===== src/design/assert_macros.svh =====
// Assertion macros shared by the base-58 encoder RTL.
// Depends on nothing; included by files that carry concurrent assertions.
`ifndef ASSERT_MACROS_SVH
`define ASSERT_MACROS_SVH

// cons must hold in the same cycle as ante
`define ASSERT_IMPLIES(label, clk, rst, ante, cons) \
   label: assert property (@(posedge clk) disable iff (rst) (ante) |-> (cons)) \
      else $error("assertion failed: same-cycle implication");

// cons must hold in the cycle after ante
`define ASSERT_NEXT(label, clk, rst, ante, cons) \
   label: assert property (@(posedge clk) disable iff (rst) (ante) |=> (cons)) \
      else $error("assertion failed: next-cycle implication");

`endif


===== src/design/b58_pkg.sv =====
// Package for the base-58 encoder: sizes, widths, memory port structs, alphabet.
// Depends on nothing; imported by the encoder top level, digit memory and carry unit.
`default_nettype none

package b58_pkg;

   localparam int MAX_BYTES   = 32;
   localparam int DIGIT_DEPTH = 45;
   localparam int MAX_RESULTS = 45;
   localparam int BASE        = 58;

   localparam int ADDR_W = $clog2(DIGIT_DEPTH);
   localparam int CNT_W  = $clog2(DIGIT_DEPTH + 1);
   localparam int BCNT_W = $clog2(MAX_BYTES + 1);
   localparam int RES_W  = $clog2(MAX_RESULTS + 1);
   localparam int TOT_W  = $clog2(DIGIT_DEPTH + MAX_BYTES + 1);
   localparam int DIG_W  = 6;
   localparam int CARRY_W = 8;
   localparam int CHAR_W = 7;

   localparam logic [CHAR_W-1:0] CHAR_ONE = 7'h31;

   localparam logic [8*BASE-1:0] ALPHABET_STR =
      "123456789ABCDEFGHJKLMNPQRSTUVWXYZabcdefghijkmnopqrstuvwxyz";

   typedef struct packed {
      logic              en;
      logic [ADDR_W-1:0] addr;
      logic [DIG_W-1:0]  data;
   } dram_wr_type;

   typedef struct packed {
      logic              en;
      logic [ADDR_W-1:0] addr;
   } dram_rd_type;

   function automatic logic [CHAR_W-1:0] b58_char(input logic [DIG_W-1:0] digit);
      logic [7:0] code;
      code = 8'h31;
      if (int'(digit) < BASE) begin
         code = ALPHABET_STR[8*(BASE-1-int'(digit)) +: 8];
      end
      return code[CHAR_W-1:0];
   endfunction

endpackage

`default_nettype wire


===== src/design/b58_if.sv =====
// Valid/ready channel interfaces of the base-58 encoder: byte input and character output.
// Depends on nothing.
`default_nettype none

interface b58_req_if;
   logic       valid;
   logic       ready;
   logic [7:0] data_byte;
   logic       is_last;

   modport source (output valid, output data_byte, output is_last, input ready);
   modport sink   (input valid, input data_byte, input is_last, output ready);
endinterface

interface b58_rsp_if;
   logic       valid;
   logic       ready;
   logic [6:0] char_code;
   logic       end_of_text;
   logic       overflowed;

   modport source (output valid, output char_code, output end_of_text,
                   output overflowed, input ready);
   modport sink   (input valid, input char_code, input end_of_text,
                   input overflowed, output ready);
endinterface

`default_nettype wire


===== src/design/base58_encoder.sv =====
// Base-58 encoder top level: control sequencer, digit memory, carry unit, output register.
// Depends on b58_pkg, b58_if, b58_digit_ram, b58_divmod and assert_macros.svh.
//
// The block takes a byte string, one byte per transaction with is_last on the final
// byte, and emits its base-58 text, one character per transaction, with a '1' for each
// leading zero byte. For each byte the digit memory is walked one digit per cycle: each
// digit is read, multiplied by 256 plus carry, reduced mod 58 and written back, then
// new top digits, at most two, are appended one a cycle. After the last byte, each
// leading '1' is loaded straight into the output register and each digit takes a
// memory read, then an output load; both wait while the output is full. The digit
// count bounds all reads, so the memory needs no clearing after reset. Bytes past 32
// are dropped and flag overflowed.
`default_nettype none

`include "assert_macros.svh"

module base58_encoder (
   input  wire          clock,
   input  wire          reset,
   b58_req_if.sink      req_chan,
   b58_rsp_if.source    rsp_chan
);
   import b58_pkg::*;

   localparam logic [2:0] ST_IDLE = 3'd0;
   localparam logic [2:0] ST_MUL  = 3'd1;
   localparam logic [2:0] ST_EXT  = 3'd2;
   localparam logic [2:0] ST_FIN  = 3'd3;
   localparam logic [2:0] ST_EMIT = 3'd4;
   localparam logic [2:0] ST_LOAD = 3'd5;

   logic [2:0]         state_ff, state_in;
   logic [CNT_W-1:0]   digit_count_ff, digit_count_in;
   logic [BCNT_W-1:0]  zero_run_ff, zero_run_in;
   logic               in_lz_ff, in_lz_in;
   logic [BCNT_W-1:0]  byte_count_ff, byte_count_in;
   logic               ovf_ff, ovf_in;
   logic               last_ff, last_in;
   logic [CARRY_W-1:0] carry_ff, carry_in;
   logic [ADDR_W-1:0]  idx_ff, idx_in;
   logic [RES_W-1:0]   k_ff, k_in;
   logic [RES_W-1:0]   n_ff, n_in;

   logic               rsp_valid_ff, rsp_valid_in;
   logic [CHAR_W-1:0]  rsp_char_ff, rsp_char_in;
   logic               rsp_eot_ff, rsp_eot_in;
   logic               rsp_ovf_ff, rsp_ovf_in;

   dram_wr_type        ram_wr;
   dram_rd_type        ram_rd;
   logic [DIG_W-1:0]   rd_data;

   logic [DIG_W-1:0]   dm_digit;
   logic [DIG_W-1:0]   dm_digit_out;
   logic [CARRY_W-1:0] dm_carry_out;

   logic               req_fire;
   logic               out_free;
   logic               out_load;
   logic [CHAR_W-1:0]  out_char;
   logic               out_eot;
   logic [TOT_W-1:0]   total;
   logic [RES_W-1:0]   k_next;

   b58_digit_ram u_ram (
      .clock   (clock),
      .wr      (ram_wr),
      .rd      (ram_rd),
      .rd_data (rd_data)
   );

   b58_divmod u_divmod (
      .digit     (dm_digit),
      .carry     (carry_ff),
      .digit_out (dm_digit_out),
      .carry_out (dm_carry_out)
   );

   assign req_chan.ready = (state_ff == ST_IDLE);
   assign req_fire       = req_chan.valid && req_chan.ready;
   assign out_free       = !rsp_valid_ff || rsp_chan.ready;
   assign dm_digit       = (state_ff == ST_MUL) ? rd_data : '0;
   assign total          = TOT_W'(zero_run_ff) + TOT_W'(digit_count_ff);
   assign k_next         = k_ff + RES_W'(1);

   always_comb begin
      state_in       = state_ff;
      digit_count_in = digit_count_ff;
      zero_run_in    = zero_run_ff;
      in_lz_in       = in_lz_ff;
      byte_count_in  = byte_count_ff;
      ovf_in         = ovf_ff;
      last_in        = last_ff;
      carry_in       = carry_ff;
      idx_in         = idx_ff;
      k_in           = k_ff;
      n_in           = n_ff;
      ram_wr         = '0;
      ram_rd         = '0;
      out_load       = 1'b0;
      out_char       = CHAR_ONE;
      out_eot        = 1'b0;

      case (state_ff)
         ST_IDLE: begin
            if (req_fire) begin
               last_in = req_chan.is_last;
               if (int'(byte_count_ff) < MAX_BYTES) begin
                  byte_count_in = byte_count_ff + BCNT_W'(1);
                  if (in_lz_ff && (req_chan.data_byte == 8'd0)) begin
                     zero_run_in = zero_run_ff + BCNT_W'(1);
                  end else begin
                     in_lz_in = 1'b0;
                  end
                  carry_in = req_chan.data_byte;
                  idx_in   = '0;
                  if (digit_count_ff == '0) begin
                     state_in = ST_EXT;
                  end else begin
                     ram_rd.en   = 1'b1;
                     ram_rd.addr = '0;
                     state_in    = ST_MUL;
                  end
               end else begin
                  ovf_in   = 1'b1;
                  state_in = ST_FIN;
               end
            end
         end
         ST_MUL: begin
            ram_wr.en   = 1'b1;
            ram_wr.addr = idx_ff;
            ram_wr.data = dm_digit_out;
            carry_in    = dm_carry_out;
            if ((CNT_W'(idx_ff) + CNT_W'(1)) < digit_count_ff) begin
               ram_rd.en   = 1'b1;
               ram_rd.addr = idx_ff + ADDR_W'(1);
               idx_in      = idx_ff + ADDR_W'(1);
            end else begin
               state_in = ST_EXT;
            end
         end
         ST_EXT: begin
            if (carry_ff == '0) begin
               state_in = ST_FIN;
            end else if (int'(digit_count_ff) >= DIGIT_DEPTH) begin
               ovf_in   = 1'b1;
               state_in = ST_FIN;
            end else begin
               ram_wr.en      = 1'b1;
               ram_wr.addr    = ADDR_W'(digit_count_ff);
               ram_wr.data    = dm_digit_out;
               digit_count_in = digit_count_ff + CNT_W'(1);
               carry_in       = dm_carry_out;
            end
         end
         ST_FIN: begin
            if (!last_ff) begin
               state_in = ST_IDLE;
            end else begin
               k_in   = '0;
               idx_in = ADDR_W'(digit_count_ff - CNT_W'(1));
               if (total > TOT_W'(MAX_RESULTS)) begin
                  n_in   = RES_W'(MAX_RESULTS);
                  ovf_in = 1'b1;
               end else begin
                  n_in = RES_W'(total);
               end
               if (total == '0) begin
                  digit_count_in = '0;
                  zero_run_in    = '0;
                  in_lz_in       = 1'b1;
                  byte_count_in  = '0;
                  ovf_in         = 1'b0;
                  state_in       = ST_IDLE;
               end else begin
                  state_in = ST_EMIT;
               end
            end
         end
         ST_EMIT: begin
            if (TOT_W'(k_ff) < TOT_W'(zero_run_ff)) begin
               if (out_free) begin
                  out_load = 1'b1;
                  out_char = CHAR_ONE;
                  out_eot  = (k_next == n_ff);
                  k_in     = k_next;
               end
            end else begin
               ram_rd.en   = 1'b1;
               ram_rd.addr = idx_ff;
               state_in    = ST_LOAD;
            end
         end
         ST_LOAD: begin
            if (out_free) begin
               out_load = 1'b1;
               out_char = b58_char(rd_data);
               out_eot  = (k_next == n_ff);
               k_in     = k_next;
               idx_in   = idx_ff - ADDR_W'(1);
               state_in = ST_EMIT;
            end
         end
         default: begin
            state_in = ST_IDLE;
         end
      endcase

      if (out_load && out_eot) begin
         digit_count_in = '0;
         zero_run_in    = '0;
         in_lz_in       = 1'b1;
         byte_count_in  = '0;
         ovf_in         = 1'b0;
         state_in       = ST_IDLE;
      end
   end

   always_comb begin
      rsp_valid_in = rsp_valid_ff;
      rsp_char_in  = rsp_char_ff;
      rsp_eot_in   = rsp_eot_ff;
      rsp_ovf_in   = rsp_ovf_ff;
      if (out_load) begin
         rsp_valid_in = 1'b1;
         rsp_char_in  = out_char;
         rsp_eot_in   = out_eot;
         rsp_ovf_in   = ovf_ff;
      end else if (rsp_chan.ready) begin
         rsp_valid_in = 1'b0;
      end
   end

   always_ff @(posedge clock) begin
      if (reset) begin
         state_ff       <= ST_IDLE;
         digit_count_ff <= '0;
         zero_run_ff    <= '0;
         in_lz_ff       <= 1'b1;
         byte_count_ff  <= '0;
         ovf_ff         <= 1'b0;
         rsp_valid_ff   <= 1'b0;
      end else begin
         state_ff       <= state_in;
         digit_count_ff <= digit_count_in;
         zero_run_ff    <= zero_run_in;
         in_lz_ff       <= in_lz_in;
         byte_count_ff  <= byte_count_in;
         ovf_ff         <= ovf_in;
         rsp_valid_ff   <= rsp_valid_in;
      end
   end

   always_ff @(posedge clock) begin
      last_ff     <= last_in;
      carry_ff    <= carry_in;
      idx_ff      <= idx_in;
      k_ff        <= k_in;
      n_ff        <= n_in;
      rsp_char_ff <= rsp_char_in;
      rsp_eot_ff  <= rsp_eot_in;
      rsp_ovf_ff  <= rsp_ovf_in;
   end

   assign rsp_chan.valid       = rsp_valid_ff;
   assign rsp_chan.char_code   = rsp_char_ff;
   assign rsp_chan.end_of_text = rsp_eot_ff;
   assign rsp_chan.overflowed  = rsp_ovf_ff;

   `ASSERT_IMPLIES(a_count_bound, clock, reset, 1'b1, int'(digit_count_ff) <= DIGIT_DEPTH)
   `ASSERT_IMPLIES(a_mul_in_range, clock, reset, state_ff == ST_MUL, CNT_W'(idx_ff) < digit_count_ff)
   `ASSERT_IMPLIES(a_digit_legal, clock, reset, state_ff == ST_LOAD, int'(rd_data) < BASE)
   `ASSERT_NEXT(a_accept_busy, clock, reset, req_fire, state_ff != ST_IDLE)

endmodule

`default_nettype wire


===== src/design/b58_digit_ram.sv =====
// Digit memory of the base-58 encoder: one write and one read port, registered read data.
// Depends on b58_pkg.
`default_nettype none

module b58_digit_ram (
   input  wire                        clock,
   input  b58_pkg::dram_wr_type       wr,
   input  b58_pkg::dram_rd_type       rd,
   output logic [b58_pkg::DIG_W-1:0]  rd_data
);
   import b58_pkg::*;

   logic [DIG_W-1:0] mem [DIGIT_DEPTH];

   always_ff @(posedge clock) begin
      if (wr.en) begin
         mem[wr.addr] <= wr.data;
      end
   end

   always_ff @(posedge clock) begin
      if (rd.en) begin
         rd_data <= mem[rd.addr];
      end
   end

endmodule

`default_nettype wire


===== src/design/b58_divmod.sv =====
// One carry step of the encoder: (digit * 256 + carry) split into digit mod 58 and carry.
// Depends on b58_pkg; uses a reciprocal multiply with one correction.
`default_nettype none

module b58_divmod (
   input  wire  [b58_pkg::DIG_W-1:0]   digit,
   input  wire  [b58_pkg::CARRY_W-1:0] carry,
   output logic [b58_pkg::DIG_W-1:0]   digit_out,
   output logic [b58_pkg::CARRY_W-1:0] carry_out
);
   import b58_pkg::*;

   // digit*256 = 4*digit*58 + 24*digit, so only 24*digit + carry needs dividing
   localparam int Y_W    = 11;
   localparam int P_W    = 20;
   localparam int Q_W    = 5;
   localparam int R_W    = 7;
   localparam int RECIP  = 564;
   localparam int RSHIFT = 15;

   logic [Y_W-1:0] y;
   logic [P_W-1:0] prod;
   logic [Q_W-1:0] q0;
   logic [Y_W-1:0] r_wide;
   logic [R_W-1:0] r0;
   logic           fix;

   always_comb begin
      y      = Y_W'({digit, 4'b0000}) + Y_W'({digit, 3'b000}) + Y_W'(carry);
      prod   = P_W'(y) * P_W'(RECIP);
      q0     = prod[RSHIFT +: Q_W];
      r_wide = y - Y_W'(q0) * Y_W'(BASE);
      r0     = r_wide[R_W-1:0];
      fix    = (r0 >= R_W'(BASE));
      digit_out = fix ? DIG_W'(r0 - R_W'(BASE)) : DIG_W'(r0);
      carry_out = CARRY_W'({digit, 2'b00}) + CARRY_W'(q0) + CARRY_W'(fix);
   end

endmodule

`default_nettype wire

===== src/flat_wrapper.sv =====
// flat-port wrapper written by rule: the top's interface ports become plain ports
module base58_encoder_flat import b58_pkg::*;
  (clock, reset, req_chan_valid, req_chan_data_byte, req_chan_is_last, req_chan_ready, rsp_chan_valid, rsp_chan_char_code, rsp_chan_end_of_text, rsp_chan_overflowed, rsp_chan_ready);
  b58_req_if req_chan_i ();
  b58_rsp_if rsp_chan_i ();
  input  wire clock;
  input  wire reset;
  input wire logic [$bits(req_chan_i.valid)-1:0] req_chan_valid;
  input wire logic [$bits(req_chan_i.data_byte)-1:0] req_chan_data_byte;
  input wire logic [$bits(req_chan_i.is_last)-1:0] req_chan_is_last;
  output wire logic [$bits(req_chan_i.ready)-1:0] req_chan_ready;
  output wire logic [$bits(rsp_chan_i.valid)-1:0] rsp_chan_valid;
  output wire logic [$bits(rsp_chan_i.char_code)-1:0] rsp_chan_char_code;
  output wire logic [$bits(rsp_chan_i.end_of_text)-1:0] rsp_chan_end_of_text;
  output wire logic [$bits(rsp_chan_i.overflowed)-1:0] rsp_chan_overflowed;
  input wire logic [$bits(rsp_chan_i.ready)-1:0] rsp_chan_ready;
  assign req_chan_i.valid = req_chan_valid;
  assign req_chan_i.data_byte = req_chan_data_byte;
  assign req_chan_i.is_last = req_chan_is_last;
  assign req_chan_ready = req_chan_i.ready;
  assign rsp_chan_valid = rsp_chan_i.valid;
  assign rsp_chan_char_code = rsp_chan_i.char_code;
  assign rsp_chan_end_of_text = rsp_chan_i.end_of_text;
  assign rsp_chan_overflowed = rsp_chan_i.overflowed;
  assign rsp_chan_i.ready = rsp_chan_ready;
  base58_encoder u_core (.clock(clock), .reset(reset), .req_chan(req_chan_i), .rsp_chan(rsp_chan_i));
endmodule

===== config.mk =====
export PLATFORM = sky130hd
export DESIGN_NAME = base58_encoder_flat
export DESIGN_NICKNAME = d
export VERILOG_FILES = /design/src/design/b58_pkg.sv /design/src/design/b58_if.sv /design/src/design/base58_encoder.sv /design/src/design/b58_digit_ram.sv /design/src/design/b58_divmod.sv /design/src/flat_wrapper.sv
export VERILOG_INCLUDE_DIRS = /design/src /design/src/design
export SDC_FILE = /design/constraint.sdc
export NUM_CORES = 1
export LEC_CHECK = 0
export BUFFER_PORTS_ARGS = -buffer_cell sky130_fd_sc_hd__buf_2
export CAP_MARGIN = 0
export CORE_MARGIN = 2
export CORE_UTILIZATION = 42
export DETAILED_ROUTE_END_ITERATION = 12
export PLACE_DENSITY_LB_ADDON = 0.25
export SLEW_MARGIN = 40
export SYNTH_ARGS = -nofsm -noshare
export SYNTH_HDL_FRONTEND = slang
export SYNTH_SLANG_ARGS = --single-unit
export TNS_END_PERCENT = 50

===== constraint.sdc =====
create_clock -name clock -period 13.2 [get_ports clock]
set_input_delay 0 -clock clock [delete_from_list [all_inputs] [get_ports clock]]
set_output_delay 0 -clock clock [all_outputs]
set_load 0.01 [all_outputs]

==> metrics.txt, run 1 <==
status completed; post-synth net total between 1500 and 2000; die area roughly 44000 um2; Tcrit/Tclk final 0.8458; area fraction of the dominant cell type after synthesis 0.5227; number of synthesized register bits 336; most frequent cells after synthesis edfxtp_1 (312), nand2_1 (205), nor2_1 (141); num rows 75; post-route cell area approximately 20000 um2; Max Cap Viol 0; crit path max fanout 20; DPL Wire Length ~31 mm; Largest stage delay, worst path approximately 0.8 ns; count of cell types in the netlist between 80 and 90; routed wire length about 44 mm; setup_tns 0 ns; synth top area cells edfxtp_1 (52%), ha_1 (6.5%), nand2_1 (4.3%); Worst-Skew Late Latency 0.55 ns; IO Port Bufs 23; slew at the pin with the worst max-slew slack between 0.8 and 0.9 ns; routed vias/inst about 5.6; hold depth 3; sequential share of the synthesized area 0.5495; Mapped Area 17920 um2; cts hold-fix bufs 12; initial antenna violation count 0; post-CTS resize count 0; RSZ-0062 raised after global routing false; cell type with the largest total area after synthesis edfxtp_1; Final min period 11.16 ns; core box area between 40000 and 50000 um2; ANT cells 0; DRC viols 0; Ys Warns 0; Reg-to-Reg End u_core.carry_ff[6]; Routed Antenna Nets 0; Reg2Reg Depth between 40 and 50; pin count of the biggest net entering global routing 74; Post-DP Area around 19000 um2; Setup CP Type flip-flop to flip-flop; fin nets around 1700; Hold Path Class input pin to flip-flop; total congestion overflow 0; CTS tree yes; Slew headroom 0.4058; Die Ht roughly 210 um; Gate Count Post-Synth around 1600; Crit path top cell by count ha_1; Post-synth EDFFs between 300 and 400; TritonCTS Buffers 37; Root Driver clkbuf_16; All-Layer GR Usage 0.1997; Worst R2R Start u_core.state_ff[0]; DRT iter0 DRCs between 900 and 1000; final slew viol count 0; end of the worst hold path u_core.rsp_chan.valid; number of global-route vias before repair roughly 12000; area delta synth->final 11.90%; Top FF cell, synth edfxtp_1; H-Tree Level Count 2; first-pass GRT wire length approximately 68 mm; fraction of layout cells with a size suffix above 1 0.1063; clock transition at the registers of the reported paths about 0.060 ns; number of hold violations in the final report 0; CP Data Required Time around 13 ns; fmax approximately 90 MHz; vias around 12000; Final Skew about 0.014 ns; largest buffer count on any clock path 3; CP Launch Type flip-flop; FF-to-FF setup slack slightly above 2 ns; DRT Pass-1 Iters 5; GPL Wtd Cong 0.8715; final setup fails 0; Post-synth ARST share 0; Worst EP arrival between 10 and 15 ns; Die X 210.6 um; Hold Path Origin reset; post-CTS setup buffer count 0; Slowest cell on crit path dfxtp_1; Routed WL per cell around 20 um; CTS sink count between 300 and 400; Crit. End Element flip-flop; initial core utilization 0.4264; Synth Area per Inst approximately 11 um2; IO Pins 24; most frequent cell after synthesis edfxtp_1
==> area by class of cell <==
class / count / area (um2)
well taps: 539 / 674.4
clock inverters: 20 / 193.9
clock buffers: 47 / 984.7
inverters: 85 / 319.1
fillers: 3775 / 21980
repair buffers: 53 / 501.7
multi-input cells: 1086 / 7535
flip-flops and latches: 336 / 9849
==> registers in the layout (all words and copies together) (netlist names), 3 cells and up <==
register / count
u_core.byte_count_ff: 6
u_core.carry_ff: 8
u_core.digit_count_ff: 6
u_core.idx_ff: 6
u_core.k_ff: 6
u_core.n_ff: 6
u_core.rsp_chan.char_code: 7
u_core.state_ff: 3
u_core.u_ram.mem: 270
u_core.u_ram.rd_data: 6
u_core.zero_run_ff: 6
==> cell usage in the layout (no fill, tap or decap), types with 11 or more instances in the layout <==
cell type / n
mux2i_1: 41
mux2_2: 31
a21o_1: 12
fa_1: 17
o22ai_1: 26
edfxtp_1: 312
nand2_1: 205
nand3_1: 68
and2_1: 11
dfxtp_1: 24
dlygate4sd3_1: 12
nand4_1: 13
xor2_1: 32
a31oi_1: 12
and3_1: 12
o21a_1: 12
nand2b_1: 11
buf_2: 23
ha_1: 93
nor3_1: 25
a211oi_1: 11
a21oi_1: 83
xnor2_1: 38
o21ai_0: 47
nor2_1: 131
clkbuf_16: 39
inv_1: 85
==> critical path: cells and delay by family, from the launching register on <==
family / cells / cell delay, ns
AOI/OAI and AO/OA: 11 / 2.01
adders and majority gates: 14 / 4.95
DFF: 1 / 0.80
buffers and inverters: 3 / 0.14
xor gates and xnor gates: 4 / 0.87
and+or+nand+nor: 10 / 2.13
==> logic make-up after synthesis <==
logic type               Yosys count  share of synthesized area
AND/OR/NAND/NOR                  535                     0.1352
flip-flops                       336                     0.5495
AO/OA/AOI/OAI                    289                     0.1087
buffers and inverters            162                    0.03658
adder cells (fa/ha/maj)          111                    0.08446
multiplexers                      78                    0.04991
XOR/XNOR                          73                    0.03567
==> metrics by stage <==
stage          hold slack, ns  utilization  instances  worst slack [ns]
3_5_place_dp           0.1794       0.4456       2086             2.115
2_1_floorplan         0.06907            -       1584             2.647
3_3_place_gp           0.1708       0.4407       2078             2.408
4_1_cts                0.1415       0.4765       2165             2.071
6_report               0.1628       0.4771       2166             2.036
5_1_grt                0.1662       0.4771       2166             1.356
==> routing by layer <==
metal  wire (um)  GRT usage  share of wire
met3        2276    0.03397          0.052
met2       20780     0.3309           0.48
met5           0          0              0
met4        1237    0.07018          0.028
met1       19270     0.2654           0.44
==> worst max path at each step <==
stage                            start                      to  slack, ns  depth (start not counted)
floorplan           u_core.state_ff[2]  u_core.u_ram.mem[0][2]       2.65                         39
global placement    u_core.state_ff[0]      u_core.carry_ff[6]       2.41                         42
detailed placement  u_core.state_ff[0]      u_core.carry_ff[6]       2.11                         42
CTS                 u_core.state_ff[0]      u_core.carry_ff[6]       2.07                         42
global route        u_core.state_ff[0]      u_core.carry_ff[6]       1.36                         42
finish              u_core.state_ff[0]      u_core.carry_ff[6]       2.04                         42
Power of run 1 is left out: the tool's default activity adds up to more than one toggle a clock period on the data nets, which glitch-free logic cannot reach.
==> inputs of run 2 (changes only) <==
==> constraint.sdc (replaced) <==
create_clock -name clock -period 10.4 [get_ports clock]
set_input_delay 0 -clock clock [delete_from_list [all_inputs] [get_ports clock]]
set_output_delay 0 -clock clock [all_outputs]
set_load 0.01 [all_outputs]
==> metrics.txt, run 2 (synthesis gave the netlist of run 1 again) <==
Slew headroom 0.5015 (+0.09568); DRT Pass-1 Iters 5 (unchanged); All-Layer GR Usage 0.2061 (+0.006474); number of global-route vias before repair 12340 (+2.4%); number of hold violations in the final report 0 (unchanged); max FFs per register 270 (unchanged); Worst EP arrival 10.12 ns (-1.32 ns); DRT iter0 DRCs 1074 (+10%); setup_tns 0 ns (unchanged); clock transition at the registers of the reported paths 0.06 ns (about the same); slew at the pin with the worst max-slew slack 0.7424 ns (-0.1489 ns); largest buffer count on any clock path 3 (unchanged); TritonCTS Buffers 39 (+5.4%); DPL Wire Length 30.08 mm (-1.7%); Routed WL per cell 20.62 um (+2.5%); Final Util 0.4802 (+0.003125); CTS sink count 336 (unchanged); Setup CP Type flip-flop to flip-flop; final setup fails 0 (unchanged); Hold Path Class input pin to flip-flop; Die X 210.6 um (unchanged); area delta synth->final 12.63%; vias 12390 (+1.9%); leading cell type in the layout, fill and taps excluded edfxtp_1; core box area 42040 um2 (unchanged); ANT cells 0 (unchanged); RSZ-0062 raised after global routing false; WL met2 20.97 mm (+0.90%); Crit. End Element flip-flop; final slew viol count 0 (unchanged); GPL Wtd Cong 0.8585 (-1.5%); Die Ht 210.6 um (unchanged); Post-DP Area 18690 um2 (-0.25%); num rows 75 (unchanged); Worst-Skew Late Latency 0.58 ns (+0.03 ns); initial core utilization 0.4264 (unchanged); Root Driver clkbuf_16; DRC viols 0 (unchanged); routed wire length 44.88 mm (+3.0%); Slowest cell on crit path fa_1; total congestion overflow 0 (unchanged); Final Skew 0.02923 ns (+0.01523 ns); pin count of the biggest net entering global routing 75 (+1.4%); die area 44350 um2 (unchanged); fmax 101.8 MHz (+14%); Final min period 9.823 ns (-1.341 ns); Most flops, register u_core.u_ram.mem; CP Launch Type flip-flop; CP Data Required Time 10.69 ns (-2.79 ns); fraction of layout cells with a size suffix above 1 0.1172 (+0.01089); Tcrit/Tclk final 0.9445 (+0.09874); status completed; routed vias/inst 5.693 (+1.4%); highest metal used met4; IO Pins 24 (unchanged); Non-Filler Instances 2177 (+0.51%); most frequent cells in the layout edfxtp_1 (312), nand2_1 (205), nor2_1 (131); initial antenna violation count 0 (unchanged); IO Port Bufs 23 (unchanged); Routed Antenna Nets 0 (unchanged); Max Cap Viol 0 (unchanged); fin nets 1732 (+0.58%); met3 wire len 2.798 mm (+23%); Largest stage delay, worst path 0.54 ns (-0.26 ns); Fillers 3825 (+1.3%); Crit path top cell by count ha_1; crit path max fanout 12 (-40%); CTS tree yes; post-route cell area 20190 um2 (+0.66%); first-pass GRT wire length 70.99 mm (+3.8%); H-Tree Level Count 2 (unchanged); M1 WL 19.67 mm (+2.1%); Inst Count DP 2094 (+0.38%)
-- run 2: changes by cell type in the layout (fill, tap and decap cells not counted), sizes merged --
cell / change
buf: +9
inv: +1
clkbuf: +5
clkinv: -4
clkinvlp: -1
bufinv: +1
-- run 2: cell type report --
| cell class | count | area (um2) | share of cell area |
|---|---|---|---|
| Clock inverter | 17 | 231.5 | 0.01147 |
| Tap cell | 539 | 674.4 | 0.03340 |
| Timing Repair Buffer | 61 | 461.7 | 0.02287 |
| Clock buffer | 53 | 1070 | 0.05299 |
| Inverter | 85 | 319.1 | 0.01580 |
| Sequential cell | 336 | 9849 | 0.4879 |
| Multi-Input combinational cell | 1086 | 7584 | 0.3756 |
-- run 2: timing repair --
item,in CTS,in global routing
setup buffers,0,1
resized for setup,0,17
hold buffers,12,0
hold endpoints to repair,20,0
endpoints found under the setup margin,0,90
-- run 2: final timing paths --
path / from / to / slack, ns / depth (start not counted)
hold / removal: req_chan_data_byte[5] / u_core.in_lz_ff / 0.04 / 5
hold reg to reg: u_core.in_lz_ff / u_core.in_lz_ff / 0.47 / 1
setup / recovery: u_core.state_ff[2] / u_core.carry_ff[6] / 0.58 / 43
setup reg to reg: u_core.state_ff[2] / u_core.carry_ff[6] / 0.58 / 43
-- run 2: metrics by stage --
| step | hold slack (ns) | setup WS, ns |
|---|---|---|
| 2_1_floorplan | 0.06907 | -0.06865 |
| 3_3_place_gp | 0.1702 | 0.4832 |
| 3_5_place_dp | 0.1725 | 0.2488 |
| 4_1_cts | 0.005402 | 0.2154 |
| 5_1_grt | 0.06309 | 0.01559 |
| 6_report | 0.03611 | 0.5769 |
-- run 2: per-layer routing --
layer,track usage,vias up
met5,0,-
met4,0.07916,0
met3,0.02935,90
met2,0.3346,436
met1,0.2811,6036
li1,-,5831
-- run 2: worst max-delay path, delay by kind of cell, from the launching register on --
kind	cells	cell delay (ns)
buffers and inverters	4	0.25
and+or+nand+nor	13	2.45
DFF	1	0.31
adders and majority gates	15	4.84
xor gates and xnor gates	2	0.34
AOI/OAI and AO/OA	9	1.34
Power of run 2 is left out for the same reason.
